$ cat src/nsc_pkg.sv
// ----------------------------------------------------------------------------
// NMEA sentence checker package
// Character codes, status codes, the tracker-to-judge bundle and hex decode.
// ----------------------------------------------------------------------------
package nsc_pkg;

  // Framing characters.
  localparam logic [7:0] CH_DOLLAR  = 8'h24;
  localparam logic [7:0] CH_STAR    = 8'h2A;
  localparam logic [7:0] CH_NEWLINE = 8'h0A;

  // Sentence positions that hold the three type characters.
  localparam logic [6:0] POS_TYPE0 = 7'd3;
  localparam logic [6:0] POS_TYPE1 = 7'd4;
  localparam logic [6:0] POS_TYPE2 = 7'd5;

  // Shortest sentence that still has a full header.
  localparam logic [6:0] MIN_HDR_LEN = 7'd7;

  // Result status codes.
  localparam logic [2:0] ST_OK       = 3'd0;
  localparam logic [2:0] ST_NO_CSUM  = 3'd1;
  localparam logic [2:0] ST_BAD_HEX  = 3'd2;
  localparam logic [2:0] ST_MISMATCH = 3'd3;
  localparam logic [2:0] ST_SHORT    = 3'd4;

  // Marker for a character that is not a hex digit.
  localparam logic [4:0] HEX_INVALID = 5'd16;

  // Everything the tracker knows about the sentence after the current byte.
  typedef struct packed {
    logic        done;
    logic        any_star;
    logic [1:0]  after_star;
    logic [7:0]  hex_hi;
    logic [7:0]  hex_lo;
    logic [23:0] type_chars;
    logic [6:0]  length;
    logic [7:0]  xor_sum;
  } sentence_t;

  // Hex digit value 0..15, upper or lower case; HEX_INVALID otherwise.
  function automatic logic [4:0] hex_value(input logic [7:0] c);
    logic [4:0] v;
    v = HEX_INVALID;
    if (c >= 8'h30 && c <= 8'h39) begin
      v = 5'(c - 8'h30);
    end else if (c >= 8'h41 && c <= 8'h46) begin
      v = 5'(c - 8'h41 + 8'd10);
    end else if (c >= 8'h61 && c <= 8'h66) begin
      v = 5'(c - 8'h61 + 8'd10);
    end
    return v;
  endfunction

endpackage

$ cat src/nsc_track.sv
// ----------------------------------------------------------------------------
// NMEA sentence tracker
// Holds the per-sentence state and updates it with one byte per step.
// ----------------------------------------------------------------------------
module nsc_track
  import nsc_pkg::*;
#(
  parameter int MAX_LEN = 82
) (
  input  logic      clk,
  input  logic      rst_n,
  input  logic      step,
  input  logic [7:0] rx_byte,
  output sentence_t info
);

  localparam logic [6:0] LIMIT = 7'(MAX_LEN + 2);

  logic        in_sent_r, in_sent_nxt;
  logic [6:0]  count_r, count_nxt;
  logic [7:0]  xor_r, xor_nxt;
  logic        first_star_r, first_star_nxt;
  logic        any_star_r, any_star_nxt;
  logic [1:0]  after_r, after_nxt;
  logic [7:0]  hex_hi_r, hex_hi_nxt;
  logic [7:0]  hex_lo_r, hex_lo_nxt;
  logic [23:0] type_r, type_nxt;

  // Updated view of the sentence before any end-of-sentence clearing.
  logic [6:0]  count_upd;
  logic [7:0]  xor_upd;
  logic        first_star_upd;
  logic        any_star_upd;
  logic [1:0]  after_upd;
  logic [7:0]  hex_hi_upd;
  logic [7:0]  hex_lo_upd;
  logic [23:0] type_upd;
  logic        done;

  // Byte update inside an open sentence.
  always_comb begin
    count_upd      = count_r + 7'd1;
    xor_upd        = xor_r;
    first_star_upd = first_star_r;
    any_star_upd   = any_star_r;
    after_upd      = after_r;
    hex_hi_upd     = hex_hi_r;
    hex_lo_upd     = hex_lo_r;
    type_upd       = type_r;

    if (rx_byte == CH_STAR) begin
      first_star_upd = 1'b1;
      any_star_upd   = 1'b1;
      after_upd      = 2'd0;
    end else begin
      if (!first_star_r) begin
        xor_upd = xor_r ^ rx_byte;
      end
      if (any_star_r) begin
        if (after_r == 2'd0) begin
          hex_hi_upd = rx_byte;
          after_upd  = 2'd1;
        end else if (after_r == 2'd1) begin
          hex_lo_upd = rx_byte;
          after_upd  = 2'd2;
        end
      end
    end

    // Capture the three type characters.
    if (count_r == POS_TYPE0) begin
      type_upd[23:16] = rx_byte;
    end else if (count_r == POS_TYPE1) begin
      type_upd[15:8] = rx_byte;
    end else if (count_r == POS_TYPE2) begin
      type_upd[7:0] = rx_byte;
    end

    // The sentence closes on a newline past the first data byte or at the length cap.
    done = in_sent_r &&
           (((count_r >= 7'd2) && (rx_byte == CH_NEWLINE)) || (count_upd >= LIMIT));
  end

  // Next state: open on a dollar sign, advance inside, clear on close.
  always_comb begin
    in_sent_nxt    = in_sent_r;
    count_nxt      = count_r;
    xor_nxt        = xor_r;
    first_star_nxt = first_star_r;
    any_star_nxt   = any_star_r;
    after_nxt      = after_r;
    hex_hi_nxt     = hex_hi_r;
    hex_lo_nxt     = hex_lo_r;
    type_nxt       = type_r;

    if (!in_sent_r) begin
      if (rx_byte == CH_DOLLAR) begin
        in_sent_nxt    = 1'b1;
        count_nxt      = 7'd1;
        xor_nxt        = 8'd0;
        first_star_nxt = 1'b0;
        any_star_nxt   = 1'b0;
        after_nxt      = 2'd0;
        hex_hi_nxt     = 8'd0;
        hex_lo_nxt     = 8'd0;
        type_nxt       = 24'd0;
      end
    end else if (done) begin
      in_sent_nxt    = 1'b0;
      count_nxt      = 7'd0;
      xor_nxt        = 8'd0;
      first_star_nxt = 1'b0;
      any_star_nxt   = 1'b0;
      after_nxt      = 2'd0;
      hex_hi_nxt     = 8'd0;
      hex_lo_nxt     = 8'd0;
      type_nxt       = 24'd0;
    end else begin
      count_nxt      = count_upd;
      xor_nxt        = xor_upd;
      first_star_nxt = first_star_upd;
      any_star_nxt   = any_star_upd;
      after_nxt      = after_upd;
      hex_hi_nxt     = hex_hi_upd;
      hex_lo_nxt     = hex_lo_upd;
      type_nxt       = type_upd;
    end
  end

  // State registers, moved only when a byte is processed.
  always_ff @(posedge clk) begin
    if (!rst_n) begin
      in_sent_r    <= 1'b0;
      count_r      <= 7'd0;
      xor_r        <= 8'd0;
      first_star_r <= 1'b0;
      any_star_r   <= 1'b0;
      after_r      <= 2'd0;
      hex_hi_r     <= 8'd0;
      hex_lo_r     <= 8'd0;
      type_r       <= 24'd0;
    end else if (step) begin
      in_sent_r    <= in_sent_nxt;
      count_r      <= count_nxt;
      xor_r        <= xor_nxt;
      first_star_r <= first_star_nxt;
      any_star_r   <= any_star_nxt;
      after_r      <= after_nxt;
      hex_hi_r     <= hex_hi_nxt;
      hex_lo_r     <= hex_lo_nxt;
      type_r       <= type_nxt;
    end
  end

  // Sentence summary as it stands after this byte.
  assign info.done       = done;
  assign info.any_star   = any_star_upd;
  assign info.after_star = after_upd;
  assign info.hex_hi     = hex_hi_upd;
  assign info.hex_lo     = hex_lo_upd;
  assign info.type_chars = type_upd;
  assign info.length     = count_upd;
  assign info.xor_sum    = xor_upd;

endmodule

$ cat config.mk
export PLATFORM = sky130hd
export DESIGN_NAME = nsc_track
export DESIGN_NICKNAME = d
export VERILOG_FILES = /design/src/nsc_pkg.sv /design/src/nsc_track.sv
export SDC_FILE = /design/constraint.sdc
export NUM_CORES = 1
export LEC_CHECK = 0
export BUFFER_PORTS_ARGS = -buffer_cell sky130_fd_sc_hd__buf_2
export CAP_MARGIN = 20
export CORE_MARGIN = 1.5
export CORE_UTILIZATION = 40
export CTS_CLUSTER_SIZE = 40
export DETAILED_ROUTE_END_ITERATION = 10
export MAX_ROUTING_LAYER = met4
export PLACE_DENSITY_LB_ADDON = 0.2
export SETUP_SLACK_MARGIN = 0.2
export SKIP_CTS_REPAIR_TIMING = 1
export SLEW_MARGIN = 10
export SYNTH_ARGS = -nofsm -noshare
export SYNTH_HDL_FRONTEND = slang
export SYNTH_SLANG_ARGS = --single-unit
$ cat constraint.sdc
create_clock -name clk -period 5.19 [get_ports clk]
set_input_delay 1.557 -clock clk [delete_from_list [all_inputs] [get_ports clk]]
set_output_delay 1.557 -clock clk [all_outputs]
set_load 0.01 [all_outputs]
==> metrics <==
Via density 5.10; Startpoint Class input pin; total CTS buffers 9; Register-to-Register Path Depth 7; routed vias 2771; num ports 70; Synth Area per Inst 8.81 sq um; Internal 0.672 mW; Mapped Area 0.00333 sq mm; # placed instances 528; Clk pin slew, worst setup/hold paths 0.06 ns; skew final 0.00615 ns; layout cells sized above 1 32.2%; power density over cell area 228 mW/mm^2; Clk Latency, worst-skew pair 0.34 ns; GRT overflow 0; Layout Cells excl Fill 543; unrepaired setup endpoints after global routing no; most frequent cell after synthesis dfxtp_1; Residual DRC 0; Slew headroom 35.5%; Total Routing Usage GR 20.6%; Final setup viols 0; crit path kind input pin to output pin; Root Buffer clkbuf_8; Slew Limit Fails 0; outcome completed; synth top area cells dfxtp_1 36%, mux2_2 14%, xnor2_1 6.3%, nor2_1 5.7%, nand2_1 4.8%; Required @ worst endpoint 3.63 ns; TNS Setup 0 ns; Antenna Violating Nets Remaining 0; post-synth top area share 36.1%; final period utilization 93.5%; Hold Crit Start type_r[12]; Post-synth EDFFs 0; HP Class flip-flop to flip-flop; Leak Pwr 1.59 nW; Die Y-Extent 94.2 microns; # rows 33; synthesis warning total 0; WHS 0.452 ns; WL final 8340 microns; vias in the first global route 2608; core area 0.00813 sq mm; Yosys reg bits 60; Detail Placement HPWL 5630 microns; IO buf count 69; Synth cell types 46; Critical Path AT 3.29 ns; Seq pwr share 52.0%; Synth async-reset ratio 0%; Max clock buf depth 2; Die Footprint 0.00888 sq mm; overall power 0.886 mW; Sink Count 60; antenna fix cells 0; initial antenna violation count 0; count of final hold-check violations 0; Combinational Power Share 5.8%; total of max-cap violations 0; critical path capture point type output pin; top cells by count, synth 60 x dfxtp_1, 51 x nor2_1, 43 x nand2_1; Synth Instances 378; drt wl/cell 15.4 microns; register area share after synthesis 36.1%; CTS tree done; Area after DPL 0.00371 sq mm; worst vdd ir 0.000120 V; H-tree Lvls 3; r2r startpoint count_r[1]; P_sw 0.214 mW; initial core utilization 40.9%; largest net degree at the start of global routing 46; Top FF cell, synth dfxtp_1; critical path peak fanout 10; first-pass GRT wire length 13600 microns; nets 452; area grow syn2layout 16.6%; Worst Hold Depth 2; chip width 94.2 microns; Critical R2R Capture type_r[0]; actual slew at the worst max-slew pin 0.968 ns; area leader, netlist dfxtp_1; Net Sw Frac 24.2%; clock power share 42.2%; Worst Hold Path EP type_r[12]; Reg2Reg Setup Slack 2.65 ns; Filler Cells Inserted 817; min Tclk post-route 4.85 ns; design area 0.00388 sq mm; Mapped Nets 396; TritonRoute pass-1 iters 4; GPL Wtd Cong 0.809; DR iter-0 viols 135; FMAX 206 MHz
[worst max path at each step]
stage / slack [ns] / end / depth (start not counted) / from
floorplan: 0.60 / info[39] / 5 / rx_byte[6]
global placement: 0.37 / info[46] / 6 / rx_byte[6]
detailed placement: 0.34 / info[46] / 6 / rx_byte[6]
CTS: 0.34 / info[46] / 6 / rx_byte[6]
global route: 0.24 / info[49] / 6 / rx_byte[6]
finish: 0.34 / info[50] / 6 / rx_byte[6]
[critical path, stage by stage]
cell and delay [ns]:
buf_2 0.18, or4_1 0.62, nor2_4 0.31, nor2_2 0.17
mux2_2 0.30, buf_2 0.14
[registers in the layout (all words and copies together) (netlist names)]
register,cells
after_r,2
any_star_r,1
count_r,7
first_star_r,1
hex_hi_r,8
hex_lo_r,8
in_sent_r,1
type_r,24
xor_r,8
[cells by family after synthesis]
group                    Yosys count  synth area share [%]
flip-flops                        60                  36.1
XOR/XNOR                          26                  6.84
AND/OR/NAND/NOR                  153                  23.1
buffers and inverters             39                  5.67
AO/OA/AOI/OAI                     37                  7.37
adder cells (fa/ha/maj)            7                  2.63
multiplexers                      56                  18.3
[power groups by stage]
stage          Sequential (mW)  Combinational, mW  Clock [mW]
2_1_floorplan            0.471             0.0317           0
3_3_place_gp             0.471             0.0514           0
3_5_place_dp             0.471             0.0514           0
4_1_cts                  0.461             0.0515       0.383
5_1_grt                  0.461             0.0558       0.400
6_report                 0.461             0.0512       0.374
[cell type report]
cell class	count	area, sq um	area share [%]
clock inverters	2	10.0	0.258
well taps	105	131	3.38
clock buffers	13	159	4.09
inverters	8	30.0	0.773
flip-flops and latches	60	1200	30.9
repair buffers	76	410	10.6
multi-input cells	279	1940	50.0
[metrics by stage]
step	util (%)	worst slack [ns]
global route	47.7	0.243
floorplan	-	0.605
CTS	47.7	0.341
detailed placement	45.7	0.345
global placement	45.7	0.369
finish	47.7	0.339
[per-layer routing]
layer | wire length (microns) | part of all wire, % | global-route usage [%] | up-vias
met5 | 0 | 0 | - | -
met4 | 92 | 1.1 | 8.21 | 0
met3 | 325 | 3.9 | 3.40 | 8
met2 | 3790 | 45 | 30.4 | 51
met1 | 4130 | 49 | 27.9 | 1327
li1 | - | - | - | 1385
[layout by cell type, fill, tap and decap left out, types with 4 or more instances in the layout]
cell type | Yosys | final
buf_2 | 9 | 69
dfxtp_1 | 60 | 60
nor2_1 | 51 | 50
nand2_1 | 43 | 43
mux2_2 | 40 | 40
xnor2_1 | 24 | 24
a21oi_1 | 22 | 22
nor3_1 | 19 | 19
mux2i_1 | 16 | 16
clkbuf_8 | 0 | 11
inv_1 | 7 | 7
ha_1 | 7 | 7
nand2b_1 | 6 | 6
buf_4 | 2 | 6
nand3_1 | 4 | 4
nor2b_1 | 4 | 4
Power figures use the tool's default switching activity.
